--- config.mk ---
export PLATFORM = sky130hd
export DESIGN_NAME = key_debounce_hold_autorepeat
export DESIGN_NICKNAME = d
export VERILOG_FILES = /design/src/kdh_pkg.sv /design/src/key_debounce_hold_autorepeat.sv
export SDC_FILE = /design/constraint.sdc
export NUM_CORES = 1
export LEC_CHECK = 0
export BUFFER_PORTS_ARGS = -buffer_cell sky130_fd_sc_hd__buf_2
export CORE_MARGIN = 4
export CORE_UTILIZATION = 41
export CTS_BUF_LIST = sky130_fd_sc_hd__clkbuf_16
export CTS_CLUSTER_SIZE = 28
export DETAILED_ROUTE_END_ITERATION = 8
export HOLD_SLACK_MARGIN = 0.15
export PLACE_DENSITY = 0.67
export SYNTH_ARGS = -nofsm -noshare
export SYNTH_HDL_FRONTEND = slang
export SYNTH_SLANG_ARGS = --single-unit
--- constraint.sdc ---
create_clock -name clk -period 5.5 [get_ports clk]
set_clock_uncertainty 0.15 [all_clocks]
set_input_delay 1.1 -clock clk [delete_from_list [all_inputs] [get_ports clk]]
set_output_delay 1.1 -clock clk [all_outputs]
set_load 0.03 [all_outputs]
--- src/kdh_pkg.sv ---
`default_nettype none
package kdh_pkg;

	// Field widths of the sample and result streams.
	localparam int unsigned TimeW   = 32;
	localparam int unsigned CharW   = 8;
	localparam int unsigned IntW    = 16;
	localparam int unsigned PhaseW  = 3;
	localparam int unsigned InDataW  = 40;
	localparam int unsigned OutDataW = 48;
	localparam int unsigned CfgIdxW  = 3;
	localparam int unsigned CfgDataW = 16;

	// Configuration register indexes.
	localparam logic [CfgIdxW-1:0] REG_MAIN_CHAR    = 3'd0;
	localparam logic [CfgIdxW-1:0] REG_ALT_CHAR     = 3'd1;
	localparam logic [CfgIdxW-1:0] REG_KEY_TYPE     = 3'd2;
	localparam logic [CfgIdxW-1:0] REG_DEBOUNCE     = 3'd3;
	localparam logic [CfgIdxW-1:0] REG_HOLD         = 3'd4;
	localparam logic [CfgIdxW-1:0] REG_REPEAT_DELAY = 3'd5;
	localparam logic [CfgIdxW-1:0] REG_REPEAT_ACCEL = 3'd6;
	localparam logic [CfgIdxW-1:0] REG_REPEAT_MIN   = 3'd7;

	// Key types.
	localparam logic [1:0] KT_REPEAT_NOW  = 2'd0;
	localparam logic [1:0] KT_HOLD_ONLY   = 2'd1;
	localparam logic [1:0] KT_REPEAT_HOLD = 2'd2;

	// Register reset values.
	localparam logic [IntW-1:0] DEBOUNCE_RST     = 16'd20;
	localparam logic [IntW-1:0] HOLD_RST         = 16'd500;
	localparam logic [IntW-1:0] REPEAT_DELAY_RST = 16'd400;
	localparam logic [IntW-1:0] REPEAT_ACCEL_RST = 16'd0;
	localparam logic [IntW-1:0] REPEAT_MIN_RST   = 16'd50;

	// Phase codes as reported on the result stream.
	localparam logic [PhaseW-1:0] PH_IDLE      = 3'd0;
	localparam logic [PhaseW-1:0] PH_PRESSED   = 3'd1;
	localparam logic [PhaseW-1:0] PH_HOLD      = 3'd2;
	localparam logic [PhaseW-1:0] PH_RELEASED  = 3'd3;
	localparam logic [PhaseW-1:0] PH_REPEATING = 3'd4;

	// Key machine state, one-hot.
	typedef enum logic [4:0] {
		ST_IDLE      = 5'b00001,
		ST_PRESSED   = 5'b00010,
		ST_HOLD      = 5'b00100,
		ST_RELEASED  = 5'b01000,
		ST_REPEATING = 5'b10000
	} key_state_t;

	// Maps a state to its reported phase code.
	function automatic logic [PhaseW-1:0] phase_code(input key_state_t st);
		logic [PhaseW-1:0] code;
		case (st)
			ST_IDLE:      code = PH_IDLE;
			ST_PRESSED:   code = PH_PRESSED;
			ST_HOLD:      code = PH_HOLD;
			ST_RELEASED:  code = PH_RELEASED;
			ST_REPEATING: code = PH_REPEATING;
			default:      code = PH_IDLE;
		endcase
		return code;
	endfunction

endpackage
`default_nettype wire

--- src/key_debounce_hold_autorepeat.sv ---
`default_nettype none
// Key debouncer with hold detection and typematic repeat.
//
// Samples arrive on the s_ stream (raw contact level and a millisecond
// timestamp); each sample yields exactly one result on the m_ stream with
// the emitted character (0 for none), the key phase, the debounced level,
// a change flag and the press duration.
// Settings are written through the cfg_ channel (index, 16-bit data); the
// user must write only while no sample is in flight, as the block does not
// enforce it. cfg_ready is always high. Each sample request passes the input
// register, then the key logic feeding the result register. Throughput is
// one sample per cycle while the receiver keeps up, set by the single key
// state update per sample. When the receiver stalls, the result register
// holds and the input register can still take one more sample; s_tready
// drops only when both are full.
// Reset clears both stages, returns the key machine to idle with all
// timers at zero and loads the documented register defaults.
module key_debounce_hold_autorepeat (
	input  wire                              clk,
	input  wire                              arst_n,
	input  wire                              s_tvalid,
	output logic                             s_tready,
	// s_tdata: key_closed [0], now_ms [32:1], zero fill [39:33]
	input  wire  [kdh_pkg::InDataW-1:0]      s_tdata,
	output logic                             m_tvalid,
	input  wire                              m_tready,
	// m_tdata: emitted_char [7:0], key_phase [10:8], debounced_level [11],
	// changed_flag [12], press_duration_ms [44:13], zero fill [47:45]
	output logic [kdh_pkg::OutDataW-1:0]     m_tdata,
	input  wire                              cfg_valid,
	output logic                             cfg_ready,
	input  wire  [kdh_pkg::CfgIdxW-1:0]      cfg_index,
	input  wire  [kdh_pkg::CfgDataW-1:0]     cfg_data
);
	import kdh_pkg::*;

	// Configuration registers.
	logic [CharW-1:0] main_char_q, alt_char_q;
	logic [1:0]       key_type_q;
	logic [IntW-1:0]  debounce_q, hold_q, repeat_delay_q, repeat_accel_q, repeat_min_q;

	// Key state.
	logic             stable_q, prev_raw_q;
	key_state_t       state_q;
	logic [TimeW-1:0] last_edge_q, repeat_base_q;
	logic [IntW-1:0]  interval_q;

	// Pipeline registers.
	logic             valid_s1;
	logic             raw_s1;
	logic [TimeW-1:0] now_s1;
	logic             valid_s2;
	logic [CharW-1:0] emit_s2;
	logic [PhaseW-1:0] phase_s2;
	logic             level_s2, changed_s2;
	logic [TimeW-1:0] duration_s2;

	logic advance;

	// Next-state values of the key logic.
	logic             edge_seen;
	logic [TimeW-1:0] last_edge_n, elapsed, since_base;
	logic             stable_n, level_chg;
	key_state_t       state_n;
	logic [TimeW-1:0] repeat_base_n;
	logic [IntW-1:0]  interval_n, shrunk;
	logic [IntW:0]    diff_ext;
	logic [CharW-1:0] emit_n;
	logic             repeat_due;

	assign cfg_ready = 1'b1;
	assign advance   = valid_s1 && (!valid_s2 || m_tready);
	assign s_tready  = !valid_s1 || advance;
	assign m_tvalid  = valid_s2;
	assign m_tdata   = {3'b000, duration_s2, changed_s2, level_s2, phase_s2, emit_s2};

	// Configuration writes.
	always_ff @(posedge clk or negedge arst_n) begin
		if (!arst_n) begin
			main_char_q    <= '0;
			alt_char_q     <= '0;
			key_type_q     <= KT_REPEAT_NOW;
			debounce_q     <= DEBOUNCE_RST;
			hold_q         <= HOLD_RST;
			repeat_delay_q <= REPEAT_DELAY_RST;
			repeat_accel_q <= REPEAT_ACCEL_RST;
			repeat_min_q   <= REPEAT_MIN_RST;
		end else if (cfg_valid && cfg_ready) begin
			case (cfg_index)
				REG_MAIN_CHAR:    main_char_q    <= cfg_data[CharW-1:0];
				REG_ALT_CHAR:     alt_char_q     <= cfg_data[CharW-1:0];
				REG_KEY_TYPE:     key_type_q     <= cfg_data[1:0];
				REG_DEBOUNCE:     debounce_q     <= cfg_data;
				REG_HOLD:         hold_q         <= cfg_data;
				REG_REPEAT_DELAY: repeat_delay_q <= cfg_data;
				REG_REPEAT_ACCEL: repeat_accel_q <= cfg_data;
				REG_REPEAT_MIN:   repeat_min_q   <= cfg_data;
				default: ;
			endcase
		end
	end

	// Input register.
	always_ff @(posedge clk or negedge arst_n) begin
		if (!arst_n) begin
			valid_s1 <= 1'b0;
		end else if (s_tready) begin
			valid_s1 <= s_tvalid;
		end
	end

	always_ff @(posedge clk) begin
		if (s_tvalid && s_tready) begin
			raw_s1 <= s_tdata[0];
			now_s1 <= s_tdata[TimeW:1];
		end
	end

	// Debounce: a raw change restarts the edge timer.
	always_comb begin
		edge_seen   = raw_s1 != prev_raw_q;
		last_edge_n = edge_seen ? now_s1 : last_edge_q;
		elapsed     = now_s1 - last_edge_n;
		level_chg   = (elapsed > {16'd0, debounce_q}) && (raw_s1 != stable_q);
		stable_n    = level_chg ? raw_s1 : stable_q;
	end

	// Repeat timing and interval shrink with floor.
	always_comb begin
		since_base = now_s1 - repeat_base_q;
		repeat_due = since_base >= {16'd0, interval_q};
		diff_ext   = {1'b0, interval_q} - {1'b0, repeat_accel_q};
		if (!diff_ext[IntW] && (diff_ext[IntW-1:0] > repeat_min_q)) begin
			shrunk = diff_ext[IntW-1:0];
		end else begin
			shrunk = repeat_min_q;
		end
	end

	// Key machine.
	always_comb begin
		state_n       = state_q;
		emit_n        = '0;
		repeat_base_n = repeat_base_q;
		interval_n    = interval_q;
		case (state_q)
			ST_IDLE: begin
				if (stable_n) begin
					repeat_base_n = now_s1;
					state_n = (key_type_q == KT_REPEAT_NOW) ? ST_REPEATING : ST_PRESSED;
				end
			end
			ST_PRESSED: begin
				if (level_chg) begin
					state_n = ST_RELEASED;
					emit_n  = main_char_q;
				end else if (elapsed > {16'd0, hold_q}) begin
					if (key_type_q == KT_REPEAT_HOLD) begin
						state_n = ST_REPEATING;
					end else begin
						state_n = ST_HOLD;
						emit_n  = alt_char_q;
					end
				end
			end
			ST_HOLD: begin
				if (level_chg) begin
					state_n = ST_RELEASED;
				end
			end
			ST_RELEASED: begin
				state_n    = ST_IDLE;
				interval_n = repeat_delay_q;
			end
			ST_REPEATING: begin
				if (level_chg) begin
					state_n = ST_RELEASED;
					emit_n  = alt_char_q;
				end else if (repeat_due) begin
					repeat_base_n = repeat_base_q + {16'd0, interval_q};
					interval_n    = shrunk;
					emit_n        = alt_char_q;
				end
			end
			default: state_n = ST_IDLE;
		endcase
	end

	// Key state update, once per sample moved to the result register.
	always_ff @(posedge clk or negedge arst_n) begin
		if (!arst_n) begin
			stable_q      <= 1'b0;
			prev_raw_q    <= 1'b0;
			state_q       <= ST_IDLE;
			last_edge_q   <= '0;
			repeat_base_q <= '0;
			interval_q    <= REPEAT_DELAY_RST;
		end else if (advance) begin
			stable_q      <= stable_n;
			prev_raw_q    <= raw_s1;
			state_q       <= state_n;
			last_edge_q   <= last_edge_n;
			repeat_base_q <= repeat_base_n;
			interval_q    <= interval_n;
		end
	end

	// Result register.
	always_ff @(posedge clk or negedge arst_n) begin
		if (!arst_n) begin
			valid_s2 <= 1'b0;
		end else if (!valid_s2 || m_tready) begin
			valid_s2 <= valid_s1;
		end
	end

	always_ff @(posedge clk) begin
		if (advance) begin
			emit_s2     <= emit_n;
			phase_s2    <= phase_code(state_n);
			level_s2    <= stable_n;
			changed_s2  <= level_chg || (state_n != state_q);
			duration_s2 <= stable_n ? elapsed : '0;
		end
	end

endmodule
`default_nettype wire

After elaboration in Yosys (flattened, before gate mapping)

Index checks and enable logic that the tools add are counted.

Equality and inequality tests: 23
Order comparisons: 4
Reduce and logical (&&, ||, !) cells: 25
Add/subtract/negate cells: 4
Divide/modulo/power cells: 0
Bitwise logic cells: 0
Multiply operators: 0
Muxes and demuxes: 24
Shifts and indexed selects: 0

Operators by type and width:

| kind                 | count |
|---|---|
| $mux W32             | 4 |
| $gt A32 B16 Y1       | 2 |
| $pmux W32 S2         | 1 |
| $sub A32 B32 Y32     | 2 |
| $mux W16             | 3 |
| $mux W8              | 5 |
| $add A32 B16 Y32     | 1 |
| $ge A32 B16 Y1       | 1 |
| $pmux W16 S2         | 1 |
| $mux W5              | 6 |
| $sub A16 B16 Y17     | 1 |
| $gt A16 B16 Y1       | 1 |
| $pmux W8 S2          | 1 |
| $reduce_and A2 Y1    | 8 |
| $pmux W5 S3          | 1 |
| $eq A3 B3 Y1 const B | 4 |
| $pmux W3 S4          | 1 |
| $eq A5 B2 Y1 const B | 2 |
| $eq A5 B3 Y1 const B | 2 |
| $eq A5 B4 Y1 const B | 2 |
| $eq A5 B5 Y1 const B | 2 |
| $eq A3 B2 Y1 const B | 2 |
| $ne A2 B2 Y1 const B | 3 |
| $eq A5 B1 Y1 const B | 1 |
| 14 further kinds     | 23 |

Memories: 0
Bits in writable memories: 0
Bits in latches: 0
ROM bits: 0
Register bits: 265
Logic and storage cells: 103

Logic depth before layout (Yosys ltp)

Gate-level depths: netlist of the first run.

Depth after elaboration: 10
Mapped depth: 29
Gate-level depth less buffers: 25

Worst setup path before layout of the first run

No wires, ideal clock.

Path kind: flip-flop to flip-flop
Start point: register raw_s1
End point: register interval_q[12]
Path slack: -0.416 ns
Cell stages (with the launch flop): 26
Clock period less this slack: 5.916 ns
Setup time: 0.126 ns
Data required time: 5.224 ns
Data arrival time: 5.640 ns
Cells stage by stage: edfxtp_1 > buf_4 > xor2_1 > buf_2 > clkbuf_1 > clkbuf_1 > mux2i_1 > ha_1 > clkbuf_1 > or2_2 > a311oi_1 > o211ai_1 > nand3_1 > a211oi_1 > nor2_1 > xnor2_1 > ha_1 > nand4_1 > nor4_1 > a31oi_1 > nor4_4 > o21bai_1 > nor2_1 > o21ai_1 > buf_2 > a221o_1

Cells in the longest elaborated chain, start to end: 7

Ends and longest elaborated chain:

| item                        | RTL line                            | RTL |
|---|---|---|
| start, declared             | key_debounce_hold_autorepeat.sv:50  | `logic raw_s1;` |
| start signal, assigned      | key_debounce_hold_autorepeat.sv:114 | `raw_s1 <= s_tdata[0];` |
| $ne A1 B1 Y1                | key_debounce_hold_autorepeat.sv:121 | `edge_seen = raw_s1 != prev_raw_q;` |
| $mux W32                    | key_debounce_hold_autorepeat.sv:122 | `last_edge_n = edge_seen ? now_s1 : last_edge_q;` |
| $sub A32 B32 Y32            | key_debounce_hold_autorepeat.sv:123 | `elapsed = now_s1 - last_edge_n;` |
| net elapsed[14]             | key_debounce_hold_autorepeat.sv:62  | `logic [TimeW-1:0] last_edge_n, elapsed, since_base;` |
| $gt A32 B16 Y1              | key_debounce_hold_autorepeat.sv:124 | `level_chg = (elapsed > {16'd0, debounce_q}) && (raw_s1 != stable_q);` |
| $logic_and A1 B1 Y1         | key_debounce_hold_autorepeat.sv:124 |  |
| $ne A2 B2 Y1 (no line)      | -                                   |  |
| $reduce_and A4 Y1 (no line) | -                                   |  |
| end signal, assigned        | key_debounce_hold_autorepeat.sv:204 | `interval_q <= interval_n;` |
| end, declared               | key_debounce_hold_autorepeat.sv:46  | `logic [IntW-1:0] interval_q;` |

The timed path passes the listed nets, and every way through them passes these cells.
A chain may end at the register's enable or synchronous reset.

Worst setup path after layout of the first run

Start point: register now_s1[0]
End point: register repeat_base_q[23]

Cells in the longest elaborated chain, start to end: 7

Ends and longest elaborated chain:

| item                          | RTL line                            | RTL |
|---|---|---|
| start, declared               | key_debounce_hold_autorepeat.sv:51  | `logic [TimeW-1:0] now_s1;` |
| start signal, assigned        | key_debounce_hold_autorepeat.sv:115 | `now_s1 <= s_tdata[TimeW:1];` |
| $mux W32                      | key_debounce_hold_autorepeat.sv:122 |  |
| $sub A32 B32 Y32              | key_debounce_hold_autorepeat.sv:123 |  |
| $gt A32 B16 Y1                | key_debounce_hold_autorepeat.sv:124 |  |
| $logic_and A1 B1 Y1           | key_debounce_hold_autorepeat.sv:124 |  |
| $mux W1                       | key_debounce_hold_autorepeat.sv:125 | `stable_n = level_chg ? raw_s1 : stable_q;` |
| $ne A2 B2 Y1 (no line)        | -                                   |  |
| $reduce_and A5 Y1 (no line) * | -                                   |  |
| end signal, assigned          | key_debounce_hold_autorepeat.sv:203 | `repeat_base_q <= repeat_base_n;` |
| end, declared                 | key_debounce_hold_autorepeat.sv:45  | `logic [TimeW-1:0] last_edge_q, repeat_base_q;` |

Every way passes the cells marked *; elsewhere a longest branch is shown, timed or not.

==> results of run 1 <==
## worst max-delay path: cells and delay by family (launching register included)
family | cells | cell delay (ns)
simple gates | 5 | 1.11
fa+ha+maj | 3 | 0.84
xor+xnor | 1 | 0.15
compound gates | 10 | 1.48
buf+inv | 8 | 1.15
flops | 1 | 0.40
## sequential cells by signal, indices dropped and copies added, names as in the netlist, 16 cells and up
register,cells
hold_q,16
last_edge_q,32
repeat_base_q,32
repeat_accel_q,16
repeat_min_q,16
now_s1,32
debounce_q,16
repeat_delay_q,16
duration_s2,32
interval_q,16
## where the power goes
group	internal (W)	switching, W	leakage, nW
Clock	0.00108	0.000829	0.500
Combinational	0.00292	0.00379	6.27
Sequential	0.00256	0.000389	2.94
Total	0.00656	0.00501	9.72
## routing by layer
| layer | up-vias | global-route usage (%) |
|---|---|---|
| met2 | 510 | 35.8 |
| met4 | 0 | 6.43 |
| met3 | 117 | 2.22 |
| li1 | 7513 | - |
| met5 | - | 0 |
| met1 | 7678 | 28.0 |
## worst paths after layout
| path | depth (start not counted) | startpoint | slack (ns) | endpoint |
|---|---|---|---|---|
| max | 27 | now_s1[0] | 0.09 | repeat_base_q[23] |
| min | 2 | last_edge_q[29] | 0.33 | last_edge_q[29] |
| max reg2reg | 27 | now_s1[0] | 0.09 | repeat_base_q[23] |
| min reg2reg | 2 | last_edge_q[29] | 0.33 | last_edge_q[29] |
| max in group asynchronous | 2 | arst_n | 3.49 | last_edge_q[9] |
| min in group asynchronous | 1 | arst_n | 0.50 | repeat_accel_q[7] |
## per-stage QoR
stage | setup slack, ns | instances
floorplan | 0.0321 | 1965
global placement | 0.0483 | 2653
detailed placement | -0.0316 | 2653
CTS | 0.0285 | 2710
global route | -0.150 | 2756
finish | 0.0881 | 2757
## cell families after synthesis
family	count (synthesis)	synth area share, %
and+or+nand+nor	550	14.8
other	2	0.0411
xor gates and xnor gates	69	3.35
muxes	134	7.97
DFF	265	38.6
adders and majority gates	158	10.9
AOI/OAI and AO/OA	552	19.3
buffers and inverters	233	4.99
## final cells by class
type	count	area, um^2	share of cell area [%]
diodes	1	2.50	0.0115
clock buffers	30	751	3.44
clock inverters	26	171	0.786
inverters	151	567	2.60
multi-input cells	1467	10900	49.9
flip-flops and latches	265	7050	32.3
well taps	592	741	3.40
repair buffers	225	1650	7.55
## layout by cell type, fill, tap and decap left out, types with 26 or more instances in the layout
cell type,n
a21oi_2,26
and2_1,27
nor2_1,108
nand4_1,30
ha_1,140
xor2_1,26
a21o_1,41
clkbuf_16,35
nand2_1,174
nand2b_1,33
buf_2,102
nor3_1,26
a21oi_1,107
buf_4,104
o21ai_0,146
inv_1,158
edfxtp_1,78
mux2i_1,38
dfrtp_1,167
xnor2_1,37
nand3_1,38
mux2_2,91
## repair_timing
action | in CTS | in global routing
setup endpoints to repair | 7 | 75
buffers inserted | 1 | 41
resized for setup | 3 | 132
gates cloned | 0 | 6
pin swaps | 1 | 62
==> run metrics, run 1 <==
status=complete, no violations; leading cell types by count after synthesis=nand2_1 (175), dfrtp_1 (169), o21ai_0 (160); sequential share of the synthesized area=38.6%; filler cell count in the final layout=4074; final setup vio count=0; Peak Freq=185 MHz; slowest stage delay, CP=0.43 ns; DR vias=15818; Setup crit start kind=flop; unrepaired setup endpoints after global routing=true; DRT Pass-1 Iters=6; post-route ant nets=0; Worst Max-Slew Pin Slew=1.22 ns; Global Route Usage Sum=20.9%; first-pass GRT wire length=80.9 mm; cts hold-fix bufs=0; Placed Area=0.0198 mm^2; CP required=5.81 ns; DIE HEIGHT=219 um; fraction of layout cells with a size suffix above 1=22.8%; H-tree depth=1; syn_area_per_cell=9.30 um^2; IO Pins=115; number of synthesized flops with an enable pin=78; maximum root-to-sink buffer count=3; Via density=5.74; Iteration-0 DRC Markers=1274; critical path's slowest cell=fa_2; core area=0.0441 mm^2; Routed WL=52.7 mm; Distinct cells, synth=85; vias in the first global route=15273; Routed met2 length=25.3 mm; gpl congestion=0.948; slew margin rel.=17.8%; register clock-pin slew on the reported worst setup and hold paths=0.06 ns; Hold Crit Class=reg -> reg; Clk Tree Root Cell=clkbuf_16; final cycle utilization of the critical path=98.4%; met3 wire length=2.82 mm; die width=219 um; Power Total=0.0116 W; gr ovfl total=0; Ys Warns=0; Critical Path AT=5.72 ns; Max-cap violations=0; Nets=2357; P per Cell Area=531 mW/mm^2; ys async rst share=70.6%; Syn Inst Count=1963; Leakage Power=9.72 nW; die area=0.0480 mm^2; CTS tree=done; CTS sink cnt=265; WL per Instance=19.1 um; met1 wire length=22.9 mm; max-slew violations=0; dominant cell by count in the synthesized netlist=nand2_1; initial antenna violation count=0; post-route minimum period=5.41 ns; PortBufs=103; clock latency on the worst-skew pair=0.59 ns; crit path kind=reg -> reg; largest net degree at the start of global routing=122; Post-synth top flop=dfrtp_1; Area Overhead vs Synth=19.4%; starting density of the core=41.4%; Post-Route Utilization=49.4%; Fin. Hold Viols=0; largest fanout on the critical path=8; uppermost layer routed=met4; synth top area cells=dfrtp_1 (23%), edfxtp_1 (13%), ha_1 (10%); Synth Cell Area=0.0183 mm^2; crit path capture type=flop; # rows=77; TritonCTS buffer count=30; Yosys top cell by area=dfrtp_1; top-area cell type share of the netlist area=23.2%; dpl hpwl=38.4 mm; final routed DRC violation total=0; Yosys reg bits=265; most frequent CP cell=buf_4; Setup TNS=0 ns; hold_ws=0.328 ns; Peak VDD IR=0.000266 V; final instance area=0.0218 mm^2
No activity file was read; power rests on OpenSTA's default activity.
==> inputs of run 2 (changes only) <==
Settings changed: CORE_ASPECT_RATIO set to 1.2.
==> run 2 against run 1 <==
Critical path type unchanged. Clock power is 12% higher. Fmax up 1.1%. Sequential share of layout area increased by 0.45 points. Power down 0.66%. Final area down 1.4%. Combinational power is 4.2% lower. Die area about the same. Critical path depth fell by 3.
==> run metrics, run 2 (same netlist as run 1, synthesis figures left out) <==
die area=0.0480 mm^2; WL per Instance=20.2 um; P per Cell Area=535 mW/mm^2; Reg2Reg Capture Point=repeat_base_q[28]; Max-cap violations=0; Leakage Power=9.60 nW; dpl hpwl=39.8 mm; commonest non-fill, non-tap cell in the layout=nand2_1; die width=201 um; most frequent cells in the layout=nand2_1 (175), dfrtp_1 (169), inv_1 (152), o21ai_0 (150), ha_1 (143); CTS tree=done; register clock-pin slew on the reported worst setup and hold paths=0.06 ns; Iteration-0 DRC Markers=1215; DR vias=15719; core area=0.0439 mm^2; Reg-to-Reg Start=raw_s1; unrepaired setup endpoints after global routing=true; Area Overhead vs Synth=17.7%; gr ovfl total=0; first-pass GRT wire length=81.8 mm; crit path capture type=flop; Via density=5.82; Setup TNS=0 ns; # rows=84; final cell count without fillers=2702; CTS sink cnt=265; status=complete, no violations; maximum root-to-sink buffer count=3; Fin. Hold Viols=0; largest fanout on the critical path=8; worst reg2reg setup slack=0.15 ns; worst r2r path cells=24; vias in the first global route=15254; max-slew violations=0; final routed DRC violation total=0; post-route minimum period=5.35 ns; H-tree depth=1; worst hold stages=2; Placed Area=0.0198 mm^2; Worst Max-Slew Pin Slew=1.21 ns; DP Cell Count=2620; largest net degree at the start of global routing=99; gpl congestion=0.898; clock latency on the worst-skew pair=0.60 ns; cts hold-fix bufs=0; Peak VDD IR=0.000363 V; Hold Crit Class=reg -> reg; PortBufs=103; Peak Freq=187 MHz; crit path kind=reg -> reg; initial antenna violation count=0; final setup vio count=0; slew margin rel.=18.9%; TritonCTS buffer count=31; Power Total=0.0115 W; DRT Pass-1 Iters=6; Routed WL=54.6 mm; Global Route Usage Sum=21.1%; # diodes=0; CP required=5.81 ns; Setup crit start kind=flop; hold worst-path end=last_edge_q[0]; final cycle utilization of the critical path=97.4%; IO Pins=115; Clk Tree Root Cell=clkbuf_16; fraction of layout cells with a size suffix above 1=21.1%; starting density of the core=41.5%; Post-Route Utilization=48.9%; post-route ant nets=0; hold_sp=last_edge_q[0]; DIE HEIGHT=239 um; Nets=2335; Critical Path AT=5.67 ns; final instance area=0.0215 mm^2
-- run 2: cell count changes in the layout (fill, tap and decap cells not counted), moves of 4 or more --
cell     before  now
a21oi_2      26   20
a31oi_1      20   25
buf_4       104   88
o21ai_0     146  150
a31oi_2       5    1
a21oi_1     107  113
inv_1       158  152
-- run 2: worst max path at each step --
stage / start / to / slack (ns) / depth (start not counted)
2_1_floorplan: raw_s1 / interval_q[12] / 0.03 / 25
3_3_place_gp: raw_s1 / emit_s2[4] / 0.11 / 20
3_5_place_dp: now_s1[1] / emit_s2[0] / -0.01 / 23
4_1_cts: prev_raw_q / emit_s2[0] / 0.02 / 20
5_1_grt: raw_s1 / emit_s2[0] / -0.21 / 20
6_report: raw_s1 / repeat_base_q[28] / 0.15 / 24
-- run 2: layout make-up --
class	instances	area (um^2)
fillers	4048	22400
multi-input cells	1467	10700
flip-flops and latches	265	7040
repair buffers	202	1400
clock buffers	31	776
well taps	559	699
inverters	151	567
clock inverters	27	269
-- run 2: through the flow --
step | setup WS, ns | hold slack, ns
floorplan | 0.0321 | 0.296
global placement | 0.105 | 0.310
detailed placement | -0.0104 | 0.313
CTS | 0.0210 | 0.328
global route | -0.206 | 0.361
finish | 0.146 | 0.325
-- run 2: where the power goes --
group          total, W  switching [W]  internal (W)
combinational   0.00643        0.00372       0.00271
clock           0.00212       0.000861       0.00126
sequential      0.00295       0.000385       0.00256
total            0.0115        0.00496       0.00653
-- run 2: worst max-delay path, stage by stage, from the launching register on --
cell and delay (ns):
edfxtp_1 0.48, buf_4 0.21, xor2_4 0.22, mux2i_1 0.29
ha_1 0.29, or2_2 0.28, a311oi_1 0.27, o211ai_1 0.19
nand3_1 0.15, a211oi_1 0.07, nor2_1 0.20, xnor2_2 0.13
ha_1 0.32, nand4_1 0.15, a211o_1 0.31, a31oi_2 0.29
nor4_4 0.09, buf_4 0.17, o21bai_2 0.20, buf_4 0.17
o21bai_4 0.08, buf_12 0.16, clkbuf_16 0.17, a21oi_2 0.13
a21oi_1 0.05
-- run 2: what timing repair did --
action                                  4_1_cts  5_1_grt
pin swaps                                     0       28
buffers inserted                              0       18
endpoints found under the setup margin        8       75
hold endpoints to repair                      0        0
gates resized for setup                       1       90
gates cloned                                  0        6
-- run 2: routing by layer --
metal  wire length (um)  track usage (%)  vias to the layer above  part of all wire, %
met2              26800             36.8                      503                   49
met5                  0                0                        -                    0
li1                   -                -                     7459                    -
met1              22500             26.7                     7647                   41
met4               2150             7.39                        0                  3.9
met3               3100             3.27                      110                  5.7
==> inputs of run 3 (changes only) <==
--- a/config.mk
+++ b/config.mk
@@ -7,4 +7,5 @@
 export LEC_CHECK = 0
 export BUFFER_PORTS_ARGS = -buffer_cell sky130_fd_sc_hd__buf_2
+export CAP_MARGIN = 15
 export CORE_ASPECT_RATIO = 1.2
 export CORE_MARGIN = 4
@@ -15,4 +16,5 @@
 export HOLD_SLACK_MARGIN = 0.15
 export PLACE_DENSITY = 0.67
+export REMOVE_ABC_BUFFERS = 1
 export SYNTH_ARGS = -nofsm -noshare
 export SYNTH_HDL_FRONTEND = slang
==> constraint.sdc (replaced) <==
create_clock -name clk -period 5.5 [get_ports clk]
set_clock_uncertainty 0.15 [all_clocks]
set_input_delay 0.275 -clock clk [delete_from_list [all_inputs] [get_ports clk]]
set_output_delay 0.275 -clock clk [all_outputs]
set_load 0.03 [all_outputs]
==> run 3 against run 2 <==
Final cell count up 2.6%. Setup slack got worse by 0.076 ns. Routed wire length decreased by 0.64%. Fmax shrank 1.4%. Final area grew 3.9%. Critical path depth fell by 1. Count of clock-buffer cells in the layout unchanged. First-iteration DRC count fell by 17%. Clock power is 9% lower. Combinational power is 4.4% higher. Via count rose by 1.1%. Critical path type unchanged. Critical endpoint is now repeat_base_q[10]. Highest routed layer unchanged.
==> run metrics, run 3 (same netlist as run 1, synthesis figures left out) <==
Area Overhead vs Synth=22.3%; P per Cell Area=519 mW/mm^2; worst r2r path cells=23; critical path's slowest cell=edfxtp_1; H-tree depth=1; # diodes=0; WL per Instance=19.6 um; register clock-pin slew on the reported worst setup and hold paths=0.06 ns; first-pass GRT wire length=82.1 mm; crit path kind=reg -> reg; dpl ws=-0.204 ns; Reg2Reg Capture Point=repeat_base_q[10]; die area=0.0480 mm^2; CTS tree=done; starting density of the core=41.5%; core area=0.0439 mm^2; Reg area=0.00704 mm^2; Worst Path Buf+Inv=5; CTS sink cnt=265; Via density=5.73; unrepaired setup endpoints after global routing=true; DIE HEIGHT=239 um; slowest stage delay, CP=0.50 ns; TritonCTS buffer count=30; crit-path leading delay family=simple AND/OR/NAND/NOR gates; Fin. Hold Viols=0; Critical Path AT=5.74 ns; Peak Freq=184 MHz; Max-cap violations=0; slew margin rel.=23.8%; largest net degree at the start of global routing=105; initial antenna violation count=0; gpl congestion=0.944; final setup vio count=0; Worst Setup EP=repeat_base_q[10]; most frequent cells in the layout=nand2_1 (170), dfrtp_1 (169), inv_1 (155), o21ai_0 (139), ha_1 (139); crit path capture type=flop; Nets=2405; IO Pins=115; final cycle utilization of the critical path=98.7%; critical path depth in cells=23; DR vias=15890; Routed WL=54.2 mm; Worst Max-Slew Pin Slew=1.14 ns; post-route minimum period=5.43 ns; Setup TNS=0 ns; DRT Pass-1 Iters=8; max-slew violations=0; PortBufs=103; Peak VDD IR=0.000301 V; gr ovfl total=0; maximum root-to-sink buffer count=3; largest fanout on the critical path=8; fraction of layout cells with a size suffix above 1=22.5%; Reg-to-Reg Start=raw_s1; Iteration-0 DRC Markers=1005; clock latency on the worst-skew pair=0.57 ns; commonest non-fill, non-tap cell in the layout=nand2_1; Global Route Usage Sum=21.0%; Setup crit start kind=flop; filler cell count in the final layout=4010; worst reg2reg setup slack=0.07 ns; # rows=84; post-route ant nets=0; die width=201 um; final routed DRC violation total=0; dpl hpwl=39.1 mm; status=complete, no violations; cells along the critical path=buf_6 > xor2_4 > buf_12 > mux2i_2 > ha_2 > or2_2 > a311oi_2 > o211ai_1 > buf_4 > nand2_4 > a21oi_2 > xnor2_2 > ha_1 > nand4_1 > nor4_2 > a31oi_2 > nor4_4 > buf_4 > mux2i_1 > o21bai_4 > buf_12 > o211ai_1 > o21a_1; CP required=5.81 ns; Hold Crit Class=in -> reg; multi-input logic area=0.0109 mm^2; vias in the first global route=15410; Clk Tree Root Cell=clkbuf_16; Critical path origin=raw_s1; Leakage Power=9.88 nW; setup ws final=0.0694 ns
-- run 3: cell count changes in the layout (fill, tap and decap cells not counted), sizes merged --
| cell | previous run | this run |
|---|---|---|
| inv | 157 | 161 |
| clkbuf | 36 | 38 |
| buf | 197 | 207 |
| clkinv | 13 | 11 |
| dlygate4sd3 | 0 | 59 |
| bufinv | 5 | 2 |
| clkinvlp | 3 | 2 |
-- run 3: repair_timing --
item,4_1_cts,5_1_grt
pin swaps,0,61
endpoints found under the setup margin,54,90
hold endpoints to repair,226,0
gates cloned,0,8
resized for setup,3,150
buffers inserted,0,41
hold buffers,59,0
-- run 3: per-stage QoR --
step / cells / total power, W / util [%] / cell area (um^2) / hold slack [ns]
global route: 2771 / 0.0125 / 50.8 / 22300 / 0.152
detailed placement: 2607 / 0.00890 / 44.8 / 19700 / 0.274
CTS: 2722 / 0.0109 / 48.3 / 21200 / 0.151
floorplan: 1883 / 0.00721 / - / 17900 / -0.171
global placement: 2607 / 0.00873 / 44.8 / 19700 / 0.271
finish: 2771 / 0.0116 / 50.8 / 22300 / 0.140
-- run 3: area by class of cell --
type                    instances  area share [%]
multi-input cells            1467            49.0
flip-flops and latches        265            31.6
repair buffers                273            9.53
clock buffers                  31            3.48
well taps                     559            3.13
inverters                     151            2.54
clock inverters                25           0.746
-- run 3: worst min-delay path by stage --
| stage | from | endpoint | slack, ns | depth (start not counted) |
|---|---|---|---|---|
| CTS | cfg_valid | key_type_q[0] | 0.15 | 4 |
| detailed placement | arst_n | prev_raw_q | 0.27 | 1 |
| global placement | arst_n | prev_raw_q | 0.27 | 1 |
| floorplan | arst_n | alt_char_q[0] | -0.17 | 0 |
| global route | cfg_valid | alt_char_q[5] | 0.15 | 4 |
| finish | cfg_valid | alt_char_q[5] | 0.14 | 4 |
-- run 3: metal layers --
| layer | global-route usage, % | up-vias | part of all wire (%) |
|---|---|---|---|
| met5 | 0 | - | 0 |
| met4 | 8.03 | 0 | 4.7 |
| met3 | 2.35 | 124 | 4.7 |
| met2 | 37.9 | 466 | 50 |
| met1 | 25.8 | 7717 | 41 |
| li1 | - | 7583 | - |
-- run 3: report_power, final --
part | switching, W | leakage [nW] | total, W | internal [W]
registers | 0.000385 | 2.95 | 0.00295 | 0.00256
logic | 0.00381 | 6.44 | 0.00671 | 0.00290
clock network | 0.000827 | 0.488 | 0.00193 | 0.00111
total | 0.00502 | 9.88 | 0.0116 | 0.00657
-- run 3: worst min-delay path, delay by kind of cell --
| family | cells | cell delay (ns) |
|---|---|---|
| AND/OR/NAND/NOR | 2 | 0.19 |
| buffers and inverters | 1 | 0.13 |
| multiplexers | 1 | 0.22 |
